--- src/rtl/neighbor_weighted_row_sum_unit_defines.svh ---
// Assertion macros for the neighbor weighted row sum unit.
`ifndef NEIGHBOR_WEIGHTED_ROW_SUM_UNIT_DEFINES_SVH
`define NEIGHBOR_WEIGHTED_ROW_SUM_UNIT_DEFINES_SVH

// Same-cycle implication, disabled in reset.
`define NWRS_ASSERT_NOW(label, ante, cons, msg) \
    label: assert property (@(posedge i_clk) disable iff (!i_rst_n) (ante) |-> (cons)) \
        else $error(msg);

// Next-cycle implication, disabled in reset.
`define NWRS_ASSERT_NEXT(label, ante, cons, msg) \
    label: assert property (@(posedge i_clk) disable iff (!i_rst_n) (ante) |=> (cons)) \
        else $error(msg);

`endif

--- src/rtl/nwrs_pkg.sv ---
// Shared types and constants of the neighbor weighted row sum unit.
package nwrs_pkg;

    localparam int ITEM_COUNT_DEF     = 64;
    localparam int NEIGHBOR_SLOTS_DEF = 8;
    localparam int WORD_BITS_DEF      = 16;

    localparam int MODE_W  = 2;
    localparam int ROW_W   = 6;
    localparam int VALUE_W = 16;
    localparam int CNT_W   = 4;
    localparam int SUM_W   = 40;

    localparam logic [CNT_W-1:0] NUSE_RESET = CNT_W'(8);

    localparam logic [MODE_W-1:0] MODE_LOAD_FEATURE  = 2'd0;
    localparam logic [MODE_W-1:0] MODE_LOAD_NEIGHBOR = 2'd1;
    localparam logic [MODE_W-1:0] MODE_COMPUTE       = 2'd2;

    typedef enum logic [1:0] {
        ST_IDLE,
        ST_ISSUE,
        ST_DRAIN,
        ST_WRITE
    } t_state;

    typedef struct packed {
        logic             in_ready;
        logic             capture;
        logic             issue;
        logic [CNT_W-1:0] slot;
        logic             load_out;
    } t_cmd;

    typedef struct packed {
        logic             in_compute;
        logic [CNT_W-1:0] used;
        logic             out_free;
    } t_status;

endpackage

--- src/rtl/nwrs_ctrl.sv ---
// Controller state machine: slot sequencing, pipeline drain and result hand-off.
module nwrs_ctrl import nwrs_pkg::*; (
    input  logic    i_clk,
    input  logic    i_rst_n,
    input  t_status i_status,
    output t_cmd    o_cmd
);
    t_state           r_state, n_state;
    logic [CNT_W-1:0] r_slot, n_slot;
    logic [1:0]       r_drain, n_drain;

    always_ff @(posedge i_clk) begin
        if (!i_rst_n) begin
            r_state <= ST_IDLE;
            r_slot  <= '0;
            r_drain <= '0;
        end else begin
            r_state <= n_state;
            r_slot  <= n_slot;
            r_drain <= n_drain;
        end
    end

    always_comb begin
        n_state = r_state;
        n_slot  = r_slot;
        n_drain = r_drain;
        unique case (r_state)
            ST_IDLE: begin
                n_slot  = '0;
                n_drain = '0;
                if (i_status.in_compute) begin
                    n_state = (i_status.used == '0) ? ST_DRAIN : ST_ISSUE;
                end
            end
            ST_ISSUE: begin
                n_slot = r_slot + CNT_W'(1);
                if (r_slot == i_status.used - CNT_W'(1)) begin
                    n_state = ST_DRAIN;
                end
            end
            ST_DRAIN: begin
                n_drain = r_drain + 2'd1;
                if (r_drain == 2'd2) begin
                    n_state = ST_WRITE;
                end
            end
            ST_WRITE: begin
                if (i_status.out_free) begin
                    n_state = ST_IDLE;
                end
            end
            default: n_state = ST_IDLE;
        endcase
    end

    always_comb begin
        o_cmd = '0;
        o_cmd.slot = r_slot;
        unique case (r_state)
            ST_IDLE: begin
                o_cmd.in_ready = 1'b1;
                o_cmd.capture  = i_status.in_compute;
            end
            ST_ISSUE: begin
                o_cmd.issue = 1'b1;
            end
            ST_DRAIN: begin
            end
            ST_WRITE: begin
                o_cmd.load_out = i_status.out_free;
            end
            default: begin
            end
        endcase
    end
endmodule

--- config.mk ---
export PLATFORM = sky130hd
export DESIGN_NAME = nwrs_ctrl
export DESIGN_NICKNAME = d
export VERILOG_FILES = /design/src/rtl/neighbor_weighted_row_sum_unit_defines.svh /design/src/rtl/nwrs_pkg.sv /design/src/rtl/nwrs_ctrl.sv
export SDC_FILE = /design/constraint.sdc
export NUM_CORES = 1
export LEC_CHECK = 0
export ABC_AREA = 0
export BUFFER_PORTS_ARGS = -buffer_cell sky130_fd_sc_hd__buf_2
export CAP_MARGIN = 40
export CELL_PAD_IN_SITES_DETAIL_PLACEMENT = 1
export CELL_PAD_IN_SITES_GLOBAL_PLACEMENT = 2
export CORE_MARGIN = 8
export CORE_UTILIZATION = 28
export CTS_CLUSTER_SIZE = 20
export DETAILED_ROUTE_END_ITERATION = 12
export HOLD_SLACK_MARGIN = 0.1
export PLACE_DENSITY_LB_ADDON = 0.1
export SYNTH_ARGS = -nofsm -noshare
export SYNTH_HDL_FRONTEND = slang
export SYNTH_SLANG_ARGS = --single-unit
--- constraint.sdc ---
create_clock -name i_clk -period 1.5 [get_ports i_clk]
set_input_delay 0.225 -clock i_clk [delete_from_list [all_inputs] [get_ports i_clk]]
set_output_delay 0.225 -clock i_clk [all_outputs]
set_load 0.02 [all_outputs]
==> summary.md, run 1 <==
| Metric | Value |
|---|---|
| Status | finished, final reports clean |
| Skew final | roughly 0.00045 ns |
| Synthesized flop and latch total | 8 |
| End of the worst hold path | r_state[1] |
| Core ar. | 1982 sq um |
| Leakage Power | about 0.38 nW |
| Commonest non-fill, non-tap cell in the layout | buf_2 |
| Filler cells | 246 |
| Mapped Nets | between 80 and 90 |
| Synth cell types | 23 |
| Routed wire length | around 1.5 mm |
| Reg2reg setup slack | between 0.1 and 0.15 ns |
| Slew HR | 80.96% |
| Min cycle time layout | roughly 1.5 ns |
| N_diodes | 0 |
| DR vias | 548 |
| Crit-path max FO | 5 |
| Final ANT Viol Nets | 0 |
| Clk buf depth | 2 |
| Largest net degree at the start of global routing | 11 |
| Final worst-path cycle share | 97.09% |
| Crit Path Class | flop to primary output |
| Sequential area share after synthesis | a little over a quarter |
| CTS tree | built |
| Hold Path Class | input port to flop |
| Dpl hpwl | 1.179 mm |
| Crit path capture type | primary output |
| Netlist Area Pre-Place | about 600 sq um |
| Crit path launch | r_state[1] |
| DRC | 0 |
| RSZ-0062 raised after global routing | yes |
| H-tree depth | 1 |
| Reg-to-reg startpoint | r_state[1] |
| Share of cells above drive strength 1 | between 30% and 40% |
| Routed vias/inst | 4.419 |
| Die area | ~3900 sq um |
| Syn-to-layout area delta | 38.24% |
| Fin. max-slew vios | 0 |
| Max VDD drop | 0.0008249 V |
| CTS buffer count | 3 |
| CTS sink cnt | 8 |
| Fin. Hold Viols | 0 |
| DRT Pass-1 Iters | 4 |
| Commonest cells after routing, fill and taps aside | buf_2, inv_1, buf_4 |
| Final design utilization | approximately 42% |
| I/O pin cnt | 16 |
| CP Launch Type | flop |
| Vias in the first global route | slightly below 600 |
| Max Clock Freq | 686.7 MHz |
| Nets | 115 |
| Clock slew at the register clock pins of the worst setup and hold paths | roughly 0.05 ns |
| Global placer's final weighted congestion | around 0.67 |
| Crit Reg-Reg Endpoint | r_state[0] |
| Count of yosys warnings during synthesis | 0 |
| R2R depth | 5 |
| Slew @ Worst Pin | approximately 0.29 ns |
| Hold Crit Depth | 3 |
| Starting Density | between 30% and 40% |
| Final setup viols | 0 |
| Initial antenna violation count | 0 |
| WP data arrival | about 1.2 ns |
| Power Density | 1235 nW/um^2 |
| Max Cap Viol | 0 |
| CTS root buf | clkbuf_4 |
| Remaining Overflow, GRT | 0 |
| Skew-Pair Late Insertion Delay | between 0.2 and 0.25 ns |
| Buffers on Ports | 15 |
| Synthesized instance count | 71 |
| Die Wd | approximately 62 um |
| Site row count | 16 |
| Tot Pwr | about 1.0 mW |
| First-pass GRT wire length | approximately 2.6 mm |
| Routed len/inst | roughly 12 um |
| Min-delay src | i_rst_n |
| GRT Total Usage | under 10% |
| Die Ht | slightly above 60 um |
| Worst endpoint required time | ~1.3 ns |
| DR iter-0 viols | 3 |
| Syn_area_per_cell | about 8.4 sq um |
-- sequential cells by signal, summed over array words and instances (netlist names) --
signal and count:
r_slot 4, r_drain 2, r_state 2
-- metrics by stage --
stage	setup TNS [ns]	hold WS, ns	setup slack [ns]	instance area, sq um	cells
2_1_floorplan	0	0.4709	0.02846	598.1	71
3_3_place_gp	-0.1612	0.5107	-0.08411	769.5	120
3_5_place_dp	-0.2054	0.5222	-0.1053	769.5	120
4_1_cts	0	0.3005	0.008696	807.0	124
5_1_grt	-0.02822	0.3216	-0.02084	823.3	124
6_report	0	0.2970	0.04372	823.3	124
-- per-layer routing --
| metal | global-route usage [%] | up-vias | wire length (um) |
|---|---|---|---|
| met2 | 13.07 | 8 | 706 |
| met3 | 2.330 | 2 | 55 |
| met1 | 10.19 | 254 | 716 |
| met5 | 0 | - | 0 |
| met4 | 2.624 | 0 | 10 |
| li1 | - | 284 | - |
-- power by group --
part	internal, mW	switching [mW]	total [mW]	leakage, nW
clock network	0.0912	0.0676	0.159	0.0138
registers	0.246	0.0258	0.272	0.0657
logic	0.286	0.300	0.586	0.304
-- how the worst max path moves through the flow --
stage / cells past startpoint / end
4_1_cts: 5 / o_cmd[7]
2_1_floorplan: 6 / r_state[0]
3_3_place_gp: 8 / r_state[0]
5_1_grt: 5 / o_cmd[6]
6_report: 5 / o_cmd[7]
3_5_place_dp: 8 / r_state[0]
-- synth_stat cells, drive strengths merged --
cell type | number | area (sq um)
a222oi | 1 | 10.01
xnor2 | 7 | 68.82
buf | 2 | 8.750
o21ai | 3 | 15.01
dfxtp | 8 | 160.2
nor3b | 2 | 15.01
inv | 10 | 37.54
mux2i | 3 | 30.03
a21oi | 3 | 15.01
ha | 8 | 100.1
a22oi | 1 | 7.510
o211ai | 1 | 7.510
nor2 | 2 | 7.510
nand2 | 5 | 18.77
clkbuf | 1 | 3.750
and2 | 3 | 18.77
nor2b | 6 | 37.54
nor3 | 2 | 15.01
nand3 | 2 | 10.01
o41ai | 1 | 8.760
-- what timing repair did --
action | CTS | global route
setup endpoints to repair | 3 | 4
setup buffers | 1 | 0
gates resized for setup | 4 | 5
hold buffers | 0 | 0
pin swaps | 0 | 3
-- worst max-delay path, stage by stage (launching register included) --
cell and delay (ns):
dfxtp_2 0.33, inv_1 0.06, ha_2 0.19, buf_6 0.13, buf_4 0.15, buf_6 0.13
-- kinds of logic (layout without fill, tap and decap cells) --
family,Yosys count,after routing,share of synthesized area (%)
compound gates,10,10,10.71
xor+xnor,7,7,11.56
fa+ha+maj,8,8,16.81
buf+inv,13,39,8.402
flops,8,8,26.89
mux,3,3,5.042
simple gates,22,22,20.59
-- layout make-up --
class                      count  area, sq um  area share, %
multi-input combinational     50        392.9          47.72
timing repair buffer          26        173.9          21.12
sequential                     8        162.7          19.76
inverter                      10        37.54          4.559
tap                           27        33.78          4.103
clock buffer                   3        22.52          2.736
(Power assumes the default switching activity.)
==> run 2: changes to the inputs <==
Settings changed: PLACE_DENSITY from default to 0.74, PLACE_DENSITY_LB_ADDON 0.1 to default.
==> run 2 against run 1 <==
Net effect: clock power hardly changed; via count is 0.91% lower; critical path depth stayed put; clock skew is 0.0018 ns higher; core utilization is 0.57 points lower; final cell count is 1.6% lower; critical endpoint is now o_cmd[6]; largest cell class unchanged; highest routed layer is now met3.
==> summary.md, run 2 (same netlist as run 1, synthesis figures left out) <==
| Metric | Value |
|---|---|
| Routed vias/inst | 4.451 (+0.71%) |
| H-tree depth | 1 (unchanged) |
| WP buf/inv | 3 (-1) |
| Slew HR | 79.96% (-1.0 points) |
| Most common cell on crit path | buf_6 |
| Routed len/inst | 12.30 um (+2.5%) |
| Leakage Power | 0.3730 nW (-2.7%) |
| Clock slew at the register clock pins of the worst setup and hold paths | 0.05 ns (about the same) |
| DR vias | 543 (-0.91%) |
| Syn-to-layout area delta | 36.34% |
| Worst endpoint required time | 1.27 ns (about the same) |
| Reg2reg setup slack | 0.10 ns (-0.02 ns) |
| CTS Hold Buffers Added | 0 (unchanged) |
| Die area | 3859 sq um (unchanged) |
| RSZ-0062 raised after global routing | yes |
| CTS buffer count | 3 (unchanged) |
| Slew @ Worst Pin | 0.3006 ns (+0.01499 ns) |
| Final ANT Viol Nets | 0 (unchanged) |
| CTS root buf | clkbuf_4 |
| Status | finished, final reports clean |
| CTS sink cnt | 8 (unchanged) |
| Slowest stage cell on the critical path | dfxtp_2 |
| First-pass GRT wire length | 2.615 mm (-1.3%) |
| Core ar. | 1982 sq um (unchanged) |
| N_diodes | 0 (unchanged) |
| Skew final | 0.002237 ns (+0.001787 ns) |
| Fin. max-slew vios | 0 (unchanged) |
| Critical path cell sequence | inv_2, ha_4, buf_6, and2_1, buf_6 |
| Crit path capture type | primary output |
| Final setup viols | 0 (unchanged) |
| Global placer's final weighted congestion | 0.6657 (-0.34%) |
| Site row count | 16 (unchanged) |
| Remaining Overflow, GRT | 0 (unchanged) |
| Biggest regs | r_slot (4), r_drain (2), r_state (2) |
| Tot Pwr | 0.9879 mW (-2.9%) |
| WP data arrival | 1.21 ns (-0.02 ns) |
| Max FFs per register | 4 (unchanged) |
| Crit-path max FO | 9 (+4) |
| Buffers on Ports | 15 (unchanged) |
| Crit Path Class | flop to primary output |
| CP Launch Type | flop |
| Final worst-path cycle share | 95.60% (-1.5 points) |
| Largest net degree at the start of global routing | 11 (unchanged) |
| Min cycle time layout | 1.434 ns (-0.02225 ns) |
| Most flop-heavy register | r_slot |
| Initial antenna violation count | 0 (unchanged) |
| Skew-Pair Late Insertion Delay | 0.25 ns (about the same) |
| CTS tree | built |
| Worst Slack Setup Final | 0.06597 ns (+0.02225 ns) |
| Nets | 113 (-1.7%) |
| Vias in the first global route | 604 (+2.5%) |
| DR iter-0 viols | 6 (+3) |
| Hold Path Class | input port to flop |
| Final design utilization | 40.97% (-0.57 points) |
| Max Cap Viol | 0 (unchanged) |
| Setup tns final | 0 ns (unchanged) |
| Final hold slack | 0.2952 ns (-0.001824 ns) |
| DRC | 0 (unchanged) |
| Share of cells above drive strength 1 | 37.89% (+0.78 points) |
| Max Clock Freq | 697.3 MHz (+1.6%) |
| Die Ht | 62.12 um (unchanged) |
| Power Density | 1217 nW/um^2 (-1.5%) |
| Clk buf depth | 2 (unchanged) |
| Max VDD drop | 0.0005807 V (-30%) |
| Crit path largest cell delay | 0.35 ns (+0.02 ns) |
| Dpl hpwl | 1.152 mm (-2.3%) |
| Pre-CTS setup slack | -0.1125 ns (-0.007226 ns) |
| Commonest cells after routing, fill and taps aside | buf_2, inv_1, buf_4 |
| Fin. Hold Viols | 0 (unchanged) |
| GRT Total Usage | 7.904% (-0.26 points) |
| Commonest non-fill, non-tap cell in the layout | buf_2 |
| DRT Pass-1 Iters | 4 (unchanged) |
| Delay-heaviest family, CP | flip-flops |
| I/O pin cnt | 16 (unchanged) |
| Routed wire length | 1.501 mm (+0.81%) |
| Die Wd | 62.12 um (unchanged) |
| Starting Density | 30.05% (unchanged) |
run 2: what timing repair did:
action,in CTS,in global routing
setup buffers,2,0
hold endpoints to repair,0,0
gates resized for setup,3,7
pin swaps,0,3
setup endpoints to repair,1,4
run 2: path summary, 6_finish.rpt:
| check | startpoint | to | depth (start not counted) |
|---|---|---|---|
| hold reg to reg | r_drain[0] | r_drain[0] | 3 |
| setup reg to reg | r_state[1] | r_state[0] | 5 |
| hold / removal | i_rst_n | r_state[1] | 3 |
| setup / recovery | r_state[0] | o_cmd[6] | 5 |
run 2: routing by layer:
metal | up-vias | global-route usage [%] | share of wire (%)
met5 | - | 0 | 0
met4 | 0 | 1.749 | 0
met3 | 0 | 2.330 | 3.7
met2 | 8 | 13.84 | 50
met1 | 253 | 9.138 | 46
li1 | 282 | - | -
run 2: stage by stage:
step	instance area, sq um	instances
floorplan	598.1	71
global route	812.0	122
CTS	790.8	122
detailed placement	747.0	117
finish	812.0	122
global placement	747.0	117
run 2: area by class of cell:
type,instances,area (sq um)
Tap cell,27,33.78
Inverter,10,37.54
Clock buffer,3,22.52
Sequential cell,8,162.7
Timing Repair Buffer,24,152.6
Fill cell,247,1170
Multi-Input combinational cell,50,402.9
run 2: worst reg2reg max path, cell delays in order, from the launching register on:
cell,delay [ns]
dfxtp_2,0.33
buf_4,0.14
ha_2,0.17
a222oi_1,0.35
nand2_1,0.15
mux2i_1,0.14
run 2: power by group:
group	total [mW]	leakage [nW]	internal, mW	switching, mW
combinational	0.545	0.294	0.252	0.294
sequential	0.280	0.0657	0.246	0.0337
clock	0.162	0.0138	0.0914	0.0708
==> run 3: changes to the inputs <==
Settings changed: REMOVE_ABC_BUFFERS from default to 1, TNS_END_PERCENT from default to 50.
==> run 3 against run 2 <==
Net effect: final cell count up 2.5%; flip-flop and latch count did not move; sequential power shrank 2%; register-to-register slack worse by 0.05 ns; clock skew increased by 0.00081 ns; non-clock buffer count increased by 3; die area stayed put; clock-buffer cell count did not move; design area up 2.8%; critical path depth shrank 1; total power up 6.5%; via count up 4.4%; highest routed layer is now met4.
==> summary.md, run 3 (same netlist as run 1, synthesis figures left out) <==
| Metric | Value |
|---|---|
| Slew @ Worst Pin | 0.3655 ns (+0.06493 ns) |
| End of the worst hold path | r_state[0] |
| Crit-path max FO | 3 (-6) |
| Crit path capture type | primary output |
| Max Clock Freq | 685.0 MHz (-1.8%) |
| Final ANT Viol Nets | 0 (unchanged) |
| Max Cap Viol | 0 (unchanged) |
| CTS Hold Buffers Added | 0 (unchanged) |
| CTS tree | built |
| Hold Crit Depth | 3 (unchanged) |
| Power Density | 1261 nW/um^2 (+3.6%) |
| Worst endpoint required time | 1.27 ns (about the same) |
| Crit Reg-Reg Endpoint | r_state[1] |
| Routed vias/inst | 4.536 (+1.9%) |
| Final worst-path cycle share | 97.32% (+1.7 points) |
| Min-delay src | i_rst_n |
| Final design utilization | 42.11% (+1.1 points) |
| Final setup viols | 0 (unchanged) |
| Clk buf depth | 2 (unchanged) |
| Pint | 0.6292 mW (+6.7%) |
| Switching pwr | 0.4231 mW (+6.2%) |
| Tot Pwr | 1.052 mW (+6.5%) |
| Die area | 3859 sq um (unchanged) |
| Clock slew at the register clock pins of the worst setup and hold paths | 0.05 ns (about the same) |
| R2R depth | 5 (unchanged) |
| Routed len/inst | 12.88 um (+4.7%) |
| Reg-to-reg startpoint | r_state[1] |
| Vias in the first global route | 583 (-3.5%) |
| Global placer's final weighted congestion | 0.7254 (+9.0%) |
| Switching share of total power | 40.21% (-0.13 points) |
| Slew HR | 75.63% (-4.3 points) |
| CTS buffer count | 3 (unchanged) |
| Status | finished, final reports clean |
| DR vias | 567 (+4.4%) |
| Fin. Hold Viols | 0 (unchanged) |
| Die Wd | 62.12 um (unchanged) |
| Pre-CTS setup slack | -0.09601 ns (+0.01648 ns) |
| Commonest cells after routing, fill and taps aside | buf_2, buf_4, inv_1 |
| Dpl hpwl | 1.265 mm (+9.8%) |
| Starting Density | 30.05% (unchanged) |
| Routed wire length | 1.610 mm (+7.3%) |
| Initial antenna violation count | 0 (unchanged) |
| Skew final | 0.003049 ns (+0.0008123 ns) |
| WP data arrival | 1.23 ns (+0.02 ns) |
| Buffers on Ports | 15 (unchanged) |
| Most flop-heavy register | r_slot |
| H-tree depth | 1 (unchanged) |
| Worst Slack Setup Final | 0.04023 ns (-0.02573 ns) |
| Site row count | 16 (unchanged) |
| Placed Instances | 118 (+0.85%) |
| Fin. max-slew vios | 0 (unchanged) |
| Hold Path Class | input port to flop |
| Die Ht | 62.12 um (unchanged) |
| Combinational power share | 57.7% (+2.5 points) |
| DR iter-0 viols | 14 (+8) |
| Seq pwr share | 26.1% (-2.3 points) |
| GRT Total Usage | 8.616% (+0.71 points) |
| Skew-Pair Late Insertion Delay | 0.26 ns (about the same) |
| Leakage Power | 0.3864 nW (+3.6%) |
| Reg2reg setup slack | 0.05 ns (-0.05 ns) |
| Remaining Overflow, GRT | 0 (unchanged) |
| N_diodes | 0 (unchanged) |
| Core ar. | 1982 sq um (unchanged) |
| I/O pin cnt | 16 (unchanged) |
| Biggest regs | r_slot (4), r_drain (2), r_state (2) |
| Fin cells | 125 (+2.5%) |
| Clock power share | 16.2% (-0.2 points) |
| Crit Path Class | flop to primary output |
| First-pass GRT wire length | 2.663 mm (+1.8%) |
| DRC | 0 (unchanged) |
| Commonest non-fill, non-tap cell in the layout | buf_2 |
| Syn-to-layout area delta | 40.13% |
| Nets | 116 (+2.7%) |
| Min cycle time layout | 1.460 ns (+0.02573 ns) |
| Share of cells above drive strength 1 | 38.78% (+0.88 points) |
| CP Launch Type | flop |
| RSZ-0062 raised after global routing | yes |
| DRT Pass-1 Iters | 4 (unchanged) |
| Max VDD drop | 0.0005927 V (+2.1%) |
| Max FFs per register | 4 (unchanged) |
| Largest net degree at the start of global routing | 11 (unchanged) |
| CTS root buf | clkbuf_4 |
| CTS sink cnt | 8 (unchanged) |
[run 3: cell types whose count changed in the layout (fill, tap and decap cells not counted)]
cell   change
buf_4      +3
inv_1      +1
inv_2      -1
[run 3: worst max path at each step]
stage	start	endpoint	cells after the start
5_1_grt	r_state[1]	o_cmd[6]	5
3_3_place_gp	i_status[1]	r_state[0]	8
4_1_cts	r_state[0]	o_cmd[6]	5
3_5_place_dp	i_status[1]	r_state[1]	8
6_report	r_state[0]	o_cmd[0]	4
2_1_floorplan	r_state[0]	r_state[0]	5
[run 3: metrics by stage]
stage / instance area, sq um / hold WS [ns] / TNS (ns)
after floorplan: 583.1 / 0.3467 / 0
after global placement: 752.0 / 0.5005 / -0.1367
after detailed placement: 752.0 / 0.5099 / -0.1816
after CTS: 800.8 / 0.3033 / 0
after global routing: 834.6 / 0.3094 / -0.05188
final: 834.6 / 0.3046 / 0
[run 3: repair_timing]
action                                 in CTS  in global routing
endpoints found under the hold margin       0                  0
resized for setup                           5                  5
pin swaps                                   0                  2
setup endpoints to repair                   4                  5
buffers inserted                            2                  2
[run 3: metal layers]
| metal | wire length (um) | part of all wire, % | GRT usage (%) |
|---|---|---|---|
| met2 | 786 | 49 | 14.23 |
| met1 | 728 | 45 | 9.278 |
| met4 | 58 | 3.6 | 7.872 |
| met5 | 0 | 0 | 0 |
| met3 | 37 | 2.3 | 1.254 |
[run 3: worst max-delay path, stage by stage, from the launching register on]
cell and delay, ns:
dfxtp_2 0.32, buf_4 0.14, ha_1 0.21, and2_1 0.15, buf_2 0.16
[run 3: layout make-up]
| type | count | area, sq um |
|---|---|---|
| fillers | 252 | 1147 |
| multi-input cells | 50 | 402.9 |
| flip-flops and latches | 8 | 162.7 |
| repair buffers | 27 | 175.2 |
| inverters | 10 | 37.54 |
| clock buffers | 3 | 22.52 |
| well taps | 27 | 33.78 |
[run 3: power by group through the flow]
stage	logic [mW]	registers, mW	clock network [mW]
after floorplan	0.300	0.286	0
after global placement	0.475	0.284	0
after detailed placement	0.486	0.283	0
after CTS	0.550	0.271	0.182
after global routing	0.666	0.280	0.188
final	0.607	0.274	0.171
